<file path="src/design/pngcs_pkg.sv">
`timescale 1ns / 1ps
// ----------------------------------------------------------------------------
// pngcs_pkg
// Chunk type codes, error codes, phase codes and controller commands shared
// by the PNG chunk sequence checker.
// ----------------------------------------------------------------------------
package pngcs_pkg;

  localparam int CFG_W  = 40;
  localparam int LEN_W  = 31;
  localparam int ERR_W  = 5;
  localparam int PH_W   = 3;
  localparam int CH_W   = 3;
  localparam int SEEN_W = 7;

  localparam logic [31:0] T_IHDR = 32'h49484452;
  localparam logic [31:0] T_IDAT = 32'h49444154;
  localparam logic [31:0] T_IEND = 32'h49454e44;
  localparam logic [31:0] T_PLTE = 32'h504c5445;
  localparam logic [31:0] T_TRNS = 32'h74524e53;
  localparam logic [31:0] T_CHRM = 32'h6348524d;
  localparam logic [31:0] T_GAMA = 32'h67414d41;
  localparam logic [31:0] T_ICCP = 32'h69434350;
  localparam logic [31:0] T_SBIT = 32'h73424954;
  localparam logic [31:0] T_SRGB = 32'h73524742;
  localparam logic [31:0] T_TEXT = 32'h74455874;
  localparam logic [31:0] T_ZTXT = 32'h7a545874;
  localparam logic [31:0] T_ITXT = 32'h69545874;
  localparam logic [31:0] T_BKGD = 32'h624b4744;
  localparam logic [31:0] T_HIST = 32'h68495354;
  localparam logic [31:0] T_PHYS = 32'h70485973;
  localparam logic [31:0] T_SPLT = 32'h73504c54;
  localparam logic [31:0] T_TIME = 32'h74494d45;

  // ancillary bit of the chunk type
  localparam int ANC_BIT = 29;

  // seen flag bit positions
  localparam int F_PLTE = 0;
  localparam int F_TRNS = 1;
  localparam int F_HIST = 2;
  localparam int F_BKGD = 3;
  localparam int F_IDAT = 4;
  localparam int F_ICCP = 5;
  localparam int F_SRGB = 6;

  localparam logic [PH_W-1:0] PH_WANT = 3'd0;
  localparam logic [PH_W-1:0] PH_ANC  = 3'd1;
  localparam logic [PH_W-1:0] PH_DATA = 3'd2;
  localparam logic [PH_W-1:0] PH_DONE = 3'd3;
  localparam logic [PH_W-1:0] PH_FAIL = 3'd4;

  localparam logic [ERR_W-1:0] E_OK         = 5'd0;
  localparam logic [ERR_W-1:0] E_NOT_IHDR   = 5'd1;
  localparam logic [ERR_W-1:0] E_IHDR_LEN   = 5'd2;
  localparam logic [ERR_W-1:0] E_ZERO_SIZE  = 5'd3;
  localparam logic [ERR_W-1:0] E_BIT_DEPTH  = 5'd4;
  localparam logic [ERR_W-1:0] E_COLOR      = 5'd5;
  localparam logic [ERR_W-1:0] E_COMPRESS   = 5'd6;
  localparam logic [ERR_W-1:0] E_FILTER     = 5'd7;
  localparam logic [ERR_W-1:0] E_INTERLACE  = 5'd8;
  localparam logic [ERR_W-1:0] E_TOO_LARGE  = 5'd9;
  localparam logic [ERR_W-1:0] E_DEPTH_KIND = 5'd10;
  localparam logic [ERR_W-1:0] E_PLTE_KIND  = 5'd11;
  localparam logic [ERR_W-1:0] E_PLTE_LATE  = 5'd12;
  localparam logic [ERR_W-1:0] E_PLTE_LEN   = 5'd13;
  localparam logic [ERR_W-1:0] E_TRNS_KIND  = 5'd14;
  localparam logic [ERR_W-1:0] E_TRNS_EARLY = 5'd15;
  localparam logic [ERR_W-1:0] E_TRNS_LONG  = 5'd16;
  localparam logic [ERR_W-1:0] E_TRNS_LEN   = 5'd17;
  localparam logic [ERR_W-1:0] E_TRNS_AGAIN = 5'd18;
  localparam logic [ERR_W-1:0] E_AFTER_PLTE = 5'd19;
  localparam logic [ERR_W-1:0] E_ICC_SRGB   = 5'd20;
  localparam logic [ERR_W-1:0] E_LENGTH     = 5'd21;
  localparam logic [ERR_W-1:0] E_HIST_EARLY = 5'd22;
  localparam logic [ERR_W-1:0] E_CRITICAL   = 5'd23;
  localparam logic [ERR_W-1:0] E_NO_IDAT    = 5'd24;
  localparam logic [ERR_W-1:0] E_NO_PLTE    = 5'd25;
  localparam logic [ERR_W-1:0] E_STOPPED    = 5'd26;

  typedef struct packed {
    logic capture;
    logic multiply;
    logic commit;
  } pngcs_cmd_t;

endpackage

</file>
<file path="src/design/pngcs_dp.sv">
`timescale 1ns / 1ps
// ----------------------------------------------------------------------------
// pngcs_dp
// Datapath: captured header, size product, rule evaluation, checker state
// and result register.
// ----------------------------------------------------------------------------
module pngcs_dp #(
  parameter int PALETTE_MAX = 256
) (
  input  logic                          clk,
  input  logic                          rst,
  input  pngcs_pkg::pngcs_cmd_t         cmd,
  input  logic                          cfg_we,
  input  logic [pngcs_pkg::CFG_W-1:0]   cfg_value,
  input  logic [31:0]                   in_type,
  input  logic [pngcs_pkg::LEN_W-1:0]   in_len,
  input  logic [31:0]                   in_width,
  input  logic [31:0]                   in_height,
  input  logic [7:0]                    in_depth,
  input  logic [7:0]                    in_color,
  input  logic [7:0]                    in_compress,
  input  logic [7:0]                    in_filter,
  input  logic [7:0]                    in_interlace,
  output logic [pngcs_pkg::ERR_W-1:0]   res_err,
  output logic [pngcs_pkg::PH_W-1:0]    res_phase,
  output logic [pngcs_pkg::CH_W-1:0]    res_channels,
  output logic                          res_start,
  output logic                          res_end
);

  localparam int PAL_W     = $clog2(PALETTE_MAX + 1);
  localparam int PLEN_MAX  = PALETTE_MAX * 3;
  localparam int PLEN_W    = $clog2(PLEN_MAX + 1);
  // floor(x / 3) as (x * 683) >> 11, exact for x up to 768
  localparam int RECIP_W   = PLEN_W + 10;
  localparam int PROD_W    = 64;
  localparam int SCALE_W   = PROD_W + 2;

  localparam logic [pngcs_pkg::CFG_W-1:0] CFG_RESET = 40'd1073741824;

  logic [pngcs_pkg::CFG_W-1:0]  max_samples;
  logic [31:0]                  c_type, c_width, c_height;
  logic [pngcs_pkg::LEN_W-1:0]  c_len;
  logic [7:0]                   c_depth, c_color, c_compress, c_filter, c_interlace;
  logic [PROD_W-1:0]            prod;

  logic [pngcs_pkg::PH_W-1:0]   phase, phase_next;
  logic [pngcs_pkg::SEEN_W-1:0] seen, seen_next;
  logic [2:0]                   kind, kind_next;
  logic [pngcs_pkg::CH_W-1:0]   chans, chans_next;
  logic [PAL_W-1:0]             pal, pal_next;
  logic [pngcs_pkg::ERR_W-1:0]  err;
  logic                         start, fin;

  logic [pngcs_pkg::CH_W-1:0]   ihdr_ch;
  logic [SCALE_W-1:0]           scaled;
  logic                         too_large;
  logic [PLEN_W-1:0]            plen;
  logic [RECIP_W-1:0]           recip;
  logic [PAL_W-1:0]             pquot;
  logic [PLEN_W+1:0]            ptimes3;
  logic                         plen_bad;
  logic [pngcs_pkg::LEN_W-1:0]  sbit_need, bkgd_need;
  logic [pngcs_pkg::ERR_W-1:0]  common_err;

  always_ff @(posedge clk) begin
    if (rst) begin
      max_samples <= CFG_RESET;
    end else if (cfg_we) begin
      max_samples <= cfg_value;
    end
  end

  always_ff @(posedge clk) begin
    if (cmd.capture) begin
      c_type      <= in_type;
      c_len       <= in_len;
      c_width     <= in_width;
      c_height    <= in_height;
      c_depth     <= in_depth;
      c_color     <= in_color;
      c_compress  <= in_compress;
      c_filter    <= in_filter;
      c_interlace <= in_interlace;
    end
    if (cmd.multiply) prod <= PROD_W'(c_width) * PROD_W'(c_height);
  end

  // w * h > floor(max / ch) is the same as w * h * ch > max
  always_comb begin
    case (c_color)
      8'd0:    ihdr_ch = 3'd1;
      8'd4:    ihdr_ch = 3'd2;
      8'd6:    ihdr_ch = 3'd4;
      default: ihdr_ch = 3'd3;
    endcase
    case (ihdr_ch)
      3'd1:    scaled = SCALE_W'(prod);
      3'd2:    scaled = {1'b0, prod, 1'b0};
      3'd4:    scaled = {prod, 2'b00};
      default: scaled = SCALE_W'(prod) + {1'b0, prod, 1'b0};
    endcase
    too_large = scaled > SCALE_W'(max_samples);
  end

  always_comb begin
    plen     = c_len[PLEN_W-1:0];
    recip    = RECIP_W'(plen) * RECIP_W'(683);
    pquot    = PAL_W'(recip >> 11);
    ptimes3  = (PLEN_W+2)'(pquot) + (PLEN_W+2)'({pquot, 1'b0});
    plen_bad = (c_len > pngcs_pkg::LEN_W'(PLEN_MAX)) || (ptimes3 != (PLEN_W+2)'(plen));
  end

  always_comb begin
    case (kind)
      3'd0:         sbit_need = 31'd1;
      3'd2, 3'd3:   sbit_need = 31'd3;
      3'd4:         sbit_need = 31'd2;
      default:      sbit_need = 31'd4;
    endcase
    case (kind)
      3'd0, 3'd4:   bkgd_need = 31'd2;
      3'd2, 3'd6:   bkgd_need = 31'd6;
      default:      bkgd_need = 31'd1;
    endcase
    case (c_type)
      pngcs_pkg::T_TEXT:
        common_err = (c_len < 31'd2) ? pngcs_pkg::E_LENGTH : pngcs_pkg::E_OK;
      pngcs_pkg::T_ZTXT:
        common_err = (c_len < 31'd3) ? pngcs_pkg::E_LENGTH : pngcs_pkg::E_OK;
      pngcs_pkg::T_ITXT:
        common_err = (c_len < 31'd6) ? pngcs_pkg::E_LENGTH : pngcs_pkg::E_OK;
      pngcs_pkg::T_TIME:
        common_err = (c_len != 31'd7) ? pngcs_pkg::E_LENGTH : pngcs_pkg::E_OK;
      default:
        common_err = c_type[pngcs_pkg::ANC_BIT] ? pngcs_pkg::E_OK : pngcs_pkg::E_CRITICAL;
    endcase
  end

  always_comb begin
    err        = pngcs_pkg::E_OK;
    phase_next = phase;
    seen_next  = seen;
    kind_next  = kind;
    chans_next = chans;
    pal_next   = pal;
    start      = 1'b0;
    fin        = 1'b0;
    if (phase >= pngcs_pkg::PH_DONE) begin
      err = pngcs_pkg::E_STOPPED;
    end else if (phase == pngcs_pkg::PH_WANT) begin
      if (c_type != pngcs_pkg::T_IHDR) err = pngcs_pkg::E_NOT_IHDR;
      else if (c_len != 31'd13) err = pngcs_pkg::E_IHDR_LEN;
      else if (c_width == 32'd0 || c_height == 32'd0) err = pngcs_pkg::E_ZERO_SIZE;
      else if (!(c_depth inside {8'd1, 8'd2, 8'd4, 8'd8, 8'd16}))
        err = pngcs_pkg::E_BIT_DEPTH;
      else if (!(c_color inside {8'd0, 8'd2, 8'd3, 8'd4, 8'd6})) err = pngcs_pkg::E_COLOR;
      else if (c_compress != 8'd0) err = pngcs_pkg::E_COMPRESS;
      else if (c_filter != 8'd0) err = pngcs_pkg::E_FILTER;
      else if (c_interlace > 8'd1) err = pngcs_pkg::E_INTERLACE;
      else if (too_large) err = pngcs_pkg::E_TOO_LARGE;
      else if ((c_color inside {8'd2, 8'd4, 8'd6}) && c_depth < 8'd8)
        err = pngcs_pkg::E_DEPTH_KIND;
      else if (c_color == 8'd3 && c_depth == 8'd16) err = pngcs_pkg::E_DEPTH_KIND;
      else begin
        kind_next  = c_color[2:0];
        chans_next = ihdr_ch;
        phase_next = pngcs_pkg::PH_ANC;
      end
    end else if (c_type == pngcs_pkg::T_IDAT) begin
      if (kind == 3'd3 && !seen[pngcs_pkg::F_PLTE]) err = pngcs_pkg::E_NO_PLTE;
      else begin
        seen_next[pngcs_pkg::F_IDAT] = 1'b1;
        if (phase == pngcs_pkg::PH_ANC) begin
          phase_next = pngcs_pkg::PH_DATA;
          start      = 1'b1;
        end
      end
    end else if (c_type == pngcs_pkg::T_IEND) begin
      if (!seen[pngcs_pkg::F_IDAT]) err = pngcs_pkg::E_NO_IDAT;
      else if (c_len != 31'd0) err = pngcs_pkg::E_LENGTH;
      else begin
        phase_next = pngcs_pkg::PH_DONE;
        fin        = 1'b1;
      end
    end else if (phase == pngcs_pkg::PH_ANC) begin
      case (c_type)
        pngcs_pkg::T_PLTE: begin
          if (kind == 3'd0 || kind == 3'd4) err = pngcs_pkg::E_PLTE_KIND;
          else if (seen[pngcs_pkg::F_TRNS] || seen[pngcs_pkg::F_HIST] ||
                   seen[pngcs_pkg::F_BKGD]) err = pngcs_pkg::E_PLTE_LATE;
          else if (plen_bad) err = pngcs_pkg::E_PLTE_LEN;
          else begin
            pal_next = pquot;
            seen_next[pngcs_pkg::F_PLTE] = 1'b1;
          end
        end
        pngcs_pkg::T_TRNS: begin
          if (kind == 3'd4 || kind == 3'd6) err = pngcs_pkg::E_TRNS_KIND;
          else if (seen[pngcs_pkg::F_TRNS]) err = pngcs_pkg::E_TRNS_AGAIN;
          else if (kind == 3'd3) begin
            if (!seen[pngcs_pkg::F_PLTE]) err = pngcs_pkg::E_TRNS_EARLY;
            else if (c_len > pngcs_pkg::LEN_W'(pal)) err = pngcs_pkg::E_TRNS_LONG;
            else begin
              chans_next = 3'd4;
              seen_next[pngcs_pkg::F_TRNS] = 1'b1;
            end
          end else if (c_len != {27'd0, chans, 1'b0}) err = pngcs_pkg::E_TRNS_LEN;
          else begin
            chans_next = chans + 3'd1;
            seen_next[pngcs_pkg::F_TRNS] = 1'b1;
          end
        end
        pngcs_pkg::T_CHRM: begin
          if (seen[pngcs_pkg::F_PLTE]) err = pngcs_pkg::E_AFTER_PLTE;
          else if (c_len != 31'd32) err = pngcs_pkg::E_LENGTH;
        end
        pngcs_pkg::T_GAMA: begin
          if (seen[pngcs_pkg::F_PLTE]) err = pngcs_pkg::E_AFTER_PLTE;
          else if (c_len != 31'd4) err = pngcs_pkg::E_LENGTH;
        end
        pngcs_pkg::T_ICCP: begin
          if (seen[pngcs_pkg::F_PLTE]) err = pngcs_pkg::E_AFTER_PLTE;
          else if (seen[pngcs_pkg::F_SRGB]) err = pngcs_pkg::E_ICC_SRGB;
          else if (c_len < 31'd4) err = pngcs_pkg::E_LENGTH;
          else seen_next[pngcs_pkg::F_ICCP] = 1'b1;
        end
        pngcs_pkg::T_SBIT: begin
          if (seen[pngcs_pkg::F_PLTE]) err = pngcs_pkg::E_AFTER_PLTE;
          else if (c_len != sbit_need) err = pngcs_pkg::E_LENGTH;
        end
        pngcs_pkg::T_SRGB: begin
          if (seen[pngcs_pkg::F_PLTE]) err = pngcs_pkg::E_AFTER_PLTE;
          else if (seen[pngcs_pkg::F_ICCP]) err = pngcs_pkg::E_ICC_SRGB;
          else if (c_len != 31'd1) err = pngcs_pkg::E_LENGTH;
          else seen_next[pngcs_pkg::F_SRGB] = 1'b1;
        end
        pngcs_pkg::T_BKGD: begin
          if (c_len != bkgd_need) err = pngcs_pkg::E_LENGTH;
          else seen_next[pngcs_pkg::F_BKGD] = 1'b1;
        end
        pngcs_pkg::T_HIST: begin
          if (!seen[pngcs_pkg::F_PLTE]) err = pngcs_pkg::E_HIST_EARLY;
          else if (c_len < 31'd2) err = pngcs_pkg::E_LENGTH;
          else seen_next[pngcs_pkg::F_HIST] = 1'b1;
        end
        pngcs_pkg::T_PHYS: begin
          if (c_len != 31'd9) err = pngcs_pkg::E_LENGTH;
        end
        pngcs_pkg::T_SPLT: begin
          if (c_len < 31'd9) err = pngcs_pkg::E_LENGTH;
        end
        default: err = common_err;
      endcase
    end else begin
      err = common_err;
    end
    // a failing beat leaves everything but the phase untouched
    if (err != pngcs_pkg::E_OK && err != pngcs_pkg::E_STOPPED) begin
      phase_next = pngcs_pkg::PH_FAIL;
      seen_next  = seen;
      kind_next  = kind;
      chans_next = chans;
      pal_next   = pal;
    end
  end

  always_ff @(posedge clk) begin
    if (rst) begin
      phase <= pngcs_pkg::PH_WANT;
      seen  <= '0;
      kind  <= '0;
      chans <= '0;
      pal   <= '0;
    end else if (cmd.commit) begin
      phase <= phase_next;
      seen  <= seen_next;
      kind  <= kind_next;
      chans <= chans_next;
      pal   <= pal_next;
    end
  end

  always_ff @(posedge clk) begin
    if (cmd.commit) begin
      res_err      <= err;
      res_phase    <= phase_next;
      res_channels <= chans_next;
      res_start    <= start;
      res_end      <= fin;
    end
  end

endmodule

</file>
<file path="config.mk">
export PLATFORM = sky130hd
export DESIGN_NAME = pngcs_dp
export DESIGN_NICKNAME = d
export VERILOG_FILES = /design/src/design/pngcs_pkg.sv /design/src/design/pngcs_dp.sv
export SDC_FILE = /design/constraint.sdc
export NUM_CORES = 2
export LEC_CHECK = 0
export BUFFER_PORTS_ARGS = -buffer_cell sky130_fd_sc_hd__buf_4
export CELL_PAD_IN_SITES_DETAIL_PLACEMENT = 2
export CELL_PAD_IN_SITES_GLOBAL_PLACEMENT = 2
export CORE_MARGIN = 2
export CORE_UTILIZATION = 30
export CTS_CLUSTER_SIZE = 12
export DETAILED_ROUTE_END_ITERATION = 12
export HOLD_SLACK_MARGIN = 0.06
export MAX_ROUTING_LAYER = met4
export PLACE_DENSITY = 0.63
export SLEW_MARGIN = 25
export SYNTH_ARGS = -nofsm -noshare
export SYNTH_HDL_FRONTEND = slang
export SYNTH_SLANG_ARGS = --single-unit
</file>
<file path="constraint.sdc">
create_clock -name clk -period 8 [get_ports clk]
set_input_delay 0.8 -clock clk [delete_from_list [all_inputs] [get_ports clk]]
set_output_delay 0.8 -clock clk [all_outputs]
set_load 0.01 [all_outputs]
</file>
[Yosys cells after proc, flatten, opt, wreduce, memory -nomap -nowiden]
Cells that the tools add are included.
Widths: inputs -> output; s select.
Word-level totals
  flip-flop bits (word level): 309
  input bits: 213
  output and inout port bits: 13
  logic and storage cells: 258
Cells by class
  add/sub/neg operators: 3
  $mul: 2
  $lt $le $gt $ge: 11
  eq/ne operators: 46
  mux-type cells: 106
  bitwise logic cells: 27
  reduce and logical (&&, ||, !) cells: 36
Operator list (count)
  $eq 32x31->1 const B: 17
  $pmux 66 s3: 1
  $mux 5: 37
  $mux 3: 44
  $add 64x65->66: 1
  $gt 66x40->1: 1
  $logic_not 32->1: 2
  $mul 32x32->64: 1
  $lt 31x2->1 const B: 2
  $lt 31x3->1 const B: 2
  $ne 31x3->1 const B: 2
  $ne 31x31->1: 2
  $ne 31x4->1 const B: 2
  $pmux 5 s11: 1
  $mux 4: 12
  $reduce_and 11->1: 3
  $ne 32x31->1 const B: 1
  $gt 31x10->1 const B: 1
  $gt 31x9->1: 1
  $lt 31x4->1 const B: 1
  $ne 31x1->1 const B: 1
  $ne 31x4->1: 1
  $ne 31x6->1 const B: 1
  $reduce_bool 31->1: 1
  other kinds (36): 93

[Longest topological paths before layout]
  depth after elaboration: 20
  gate-level depth with buffers: 32
  depth with buffers taken out: 32

[Worst setup path after synthesis]
No wires, ideal clock.
  path type: register to register
  start: reg c_height[16]
  end: reg prod[51] (data pin)
  library setup time: 259 ps
  arrival: 7433 ps
  required time: 7741 ps
  slack: 308 ps
  stages on the path, launching flop included: 30
  buffers on the path: 2
  period minus slack after synthesis: 7692 ps
  path through: edfxtp_1 > clkbuf_1 > clkbuf_1 > nand2_1 > fa_1 > inv_1 > fa_1 > fa_1 > inv_1 > fa_1 > inv_1 > fa_1 > inv_1 > fa_1 > inv_1 > fa_1 > fa_1 > ha_1 > a21o_1 > a21o_1 > a21oi_1 > o21ai_0 > a221oi_1 > o2bb2ai_1 > a31oi_1 > o31ai_1 > a2111oi_0 > o21bai_1 > a21oi_1 > xnor2_1
Between the ends
  longest elaborated chain between the ends: 1
RTL lines
  start: declaration: RTL line pngcs_dp.sv:42  | logic [31:0] c_type, c_width, c_height;
  start signal: assignment: RTL line pngcs_dp.sv:79  | c_height <= in_height;
  $mul 32x32->64: RTL line pngcs_dp.sv:86  | if (cmd.multiply) prod <= PROD_W'(c_width) * PROD_W'(c_height);
  end signal: assignment: RTL line pngcs_dp.sv:86
  end: declaration: RTL line pngcs_dp.sv:45  | logic [PROD_W-1:0] prod;
Every way passes these cells.
A chain may end at the register's enable or synchronous reset.

[Final worst setup path]
  start: reg c_width[14]
  end: reg prod[56] (data pin)
Between the ends
  longest elaborated chain between the ends: 1
RTL lines
  start: declaration: RTL line pngcs_dp.sv:42
  start signal: assignment: RTL line pngcs_dp.sv:78  | c_width <= in_width;
  $mul 32x32->64: RTL line pngcs_dp.sv:86
Every way passes these cells.

==> flow_summary.ini <==
[outcome]
status = completed

[clock_tree]
clock_path_buffers = 3
clkTransAtPathRegs_ns = 0.06
cts_buffers = 43
clk_latency_ns = 0.66
htree_levels = 2
cts_tree = done
root_buffer = clkbuf_16
cts.sinks = 308
postCtsHoldBufs = 0

[timing]
fin_crit_ns = 7.94
hold_viol = 0
hold_slack_ns = 0.321
fmax_mhz = 126
timing.final.crit_share_pct = 99.2
slew_headroom_pct = 32.9
finalClockSkew_ns = 0.0602
tightestPinTransition_ns = 0.992
rsz0062_at_grt = true
finalSetupViolations = 0
maxSlewViolCount = 0

[floorplanning]
std_cell_rows = 155
initial_utilization_pct = 30.3
die_w_um = 429
die_h_um = 429
io-pin-count = 226
core-area_um2 = 179000
die_area_um2 = 184000

[final_layout]
final_common_cell = inv_1
final_cell_mix = 1,048 x inv_1, 955 x nand2_1, 882 x fa_1
layout.nets = 8065
drive_gt1_share_pct = 16.3
area_delta_synth_final_pct = 20.6

[drt]
vias = 44400
drt_pre_antenna_iters = 5
wl_per_cell_um = 22.8
drt_iter0_drc = 1667
routed_wirelength_um = 202000
routed_via_density = 5.00
antenna_left = 0
drcViolationCount = 0

[yosys]
async_flop_share_pct = 0
synth_edf_count = 243
syn_avg_cell_area_um2 = 9.03
syn_area_um2 = 54100
synth-main-ff-cell = edfxtp_1
synthCells = 5989
ys.warnings.count = 0
syn-num-nets = 7572
ys_seq_area_share_pct = 15.9
netlist-cell-type-count = 105
ys_ff_latch = 308

[critical_path]
critPathRequiredTime_ns = 8.38
slowest_delay_ns = 0.56
end_kind = flop
worstPathMaxFanout = 8
path_common_cell = fa_1
worstPathArrival_ns = 8.31
critPathSlowestCell = fa_1
start_kind = flop
path_class = reg2reg

[global_route]
grt_usage_pct = 22.3
grt_pass1_vias = 50700
grt_pass1_wl_um = 309000
antenna_found_initial = 6
overflow = 0
grt_max_degree = 94

[place]
dp_hpwl_um = 169000
io_buffers = 224
gp_congestion = 0.903

[worst_hold_path]
hp-class = in2reg

[flow_run]
max_cap_viol_count = 0
[cell usage after synthesis, drive strengths merged (12+ instances only)]
cell    count  share of area, %
or3        12              0.14
and3       26              0.31
o21bai     34              0.47
dfxtp      65               2.4
xnor2      82               1.3
clkbuf    286               2.0
buf        15              0.15
nor2b      30              0.35
inv      1090               7.6
xor2       51              0.83
o211ai     18              0.25
nand2     978               6.8
ha        450                10
a21o       73               1.0
o21a       46              0.64
and2      261               3.0
a211oi     22              0.31
a31oi      53              0.62
a21oi     197               1.9
nand3      68              0.63
nand2b     34              0.39
nand4      73              0.86
mux2i      91               1.7
nor2      251               1.7
nor3       64              0.62
o31ai      12              0.17
nor4       64              0.75
or2        12              0.14
or4        14              0.20
fa        920                34
nor3b      14              0.22
o21ai     126               1.2
o22ai      41              0.47
edfxtp    243                13
[per-stage QoR]
step | utilization, % | TNS [ns] | std cells | area [um2] | setup WS, ns
after floorplan | - | 0 | 5989 | 54100 | 0.308
after global placement | 34.5 | -2.37 | 8710 | 61700 | -0.406
after detailed placement | 34.5 | -3.77 | 8710 | 61700 | -0.521
after CTS | 35.6 | -0.00397 | 8807 | 63600 | -0.00397
after global routing | 36.5 | -2.43 | 8872 | 65200 | -0.263
final | 36.5 | 0 | 8872 | 65200 | 0.0634
[layout make-up]
class	count	area [um2]
clock inverters	29	282
fillers	19700	114000
flip-flops and latches	308	8600
well taps	2355	2950
multi-input cells	4290	41100
clock buffers	49	1110
diodes	2	5.00
inverters	1090	4090
repair buffers	749	7030
[metal layers]
| metal | global-route usage [%] | share of wire [%] |
|---|---|---|
| met5 | - | 0 |
| met4 | 4.05 | 2.1 |
| met2 | 39.2 | 51 |
| met3 | 1.60 | 2.4 |
| met1 | 28.4 | 45 |
[flip-flops by register name, indices dropped and copies added, names as in the netlist, 8 cells and up]
register     flops
pal              9
c_color          8
max_samples     40
c_depth          8
c_type          32
prod            64
c_compress       8
c_len           31
c_height        32
c_filter         8
c_width         32
[cell families after synthesis]
| group | Yosys count | share of synthesized area (%) |
|---|---|---|
| multiplexers | 97 | 1.81 |
| AO/OA/AOI/OAI | 744 | 9.01 |
| AND/OR/NAND/NOR | 1946 | 16.9 |
| adder cells (fa/ha/maj) | 1370 | 44.5 |
| flip-flops | 308 | 15.9 |
| buffers and inverters | 1391 | 9.73 |
| XOR/XNOR | 133 | 2.15 |
[path summary, 6_finish.rpt]
kind                               startpoint            to  slack, ns  cells after the start
worst max-delay path              c_width[14]      prod[56]       0.06                     33
worst min-delay path            in_height[14]  c_height[14]       0.32                      1
worst max register to register    c_width[14]      prod[56]       0.06                     33
worst min register to register        seen[2]       seen[2]       0.49                      2
[what timing repair did]
action / 4_1_cts / 5_1_grt
gates cloned: 1 / 6
endpoints found under the setup margin: 15 / 42
pin swaps: 35 / 207
buffers inserted: 19 / 63
gates resized for setup: 80 / 272
endpoints found under the hold margin: 0 / 0
[worst max-delay path, delay by kind of cell (launching register included)]
kind | cells | cell delay [ns]
AND/OR/NAND/NOR | 5 | 0.58
XOR/XNOR | 1 | 0.08
buffers and inverters | 11 | 1.05
adder cells (fa/ha/maj) | 9 | 4.43
flip-flops | 1 | 0.37
AO/OA/AOI/OAI | 7 | 1.14
Power is left out: the tool's default activity adds up to more than one toggle a clock period on the data nets, which glitch-free logic cannot reach.
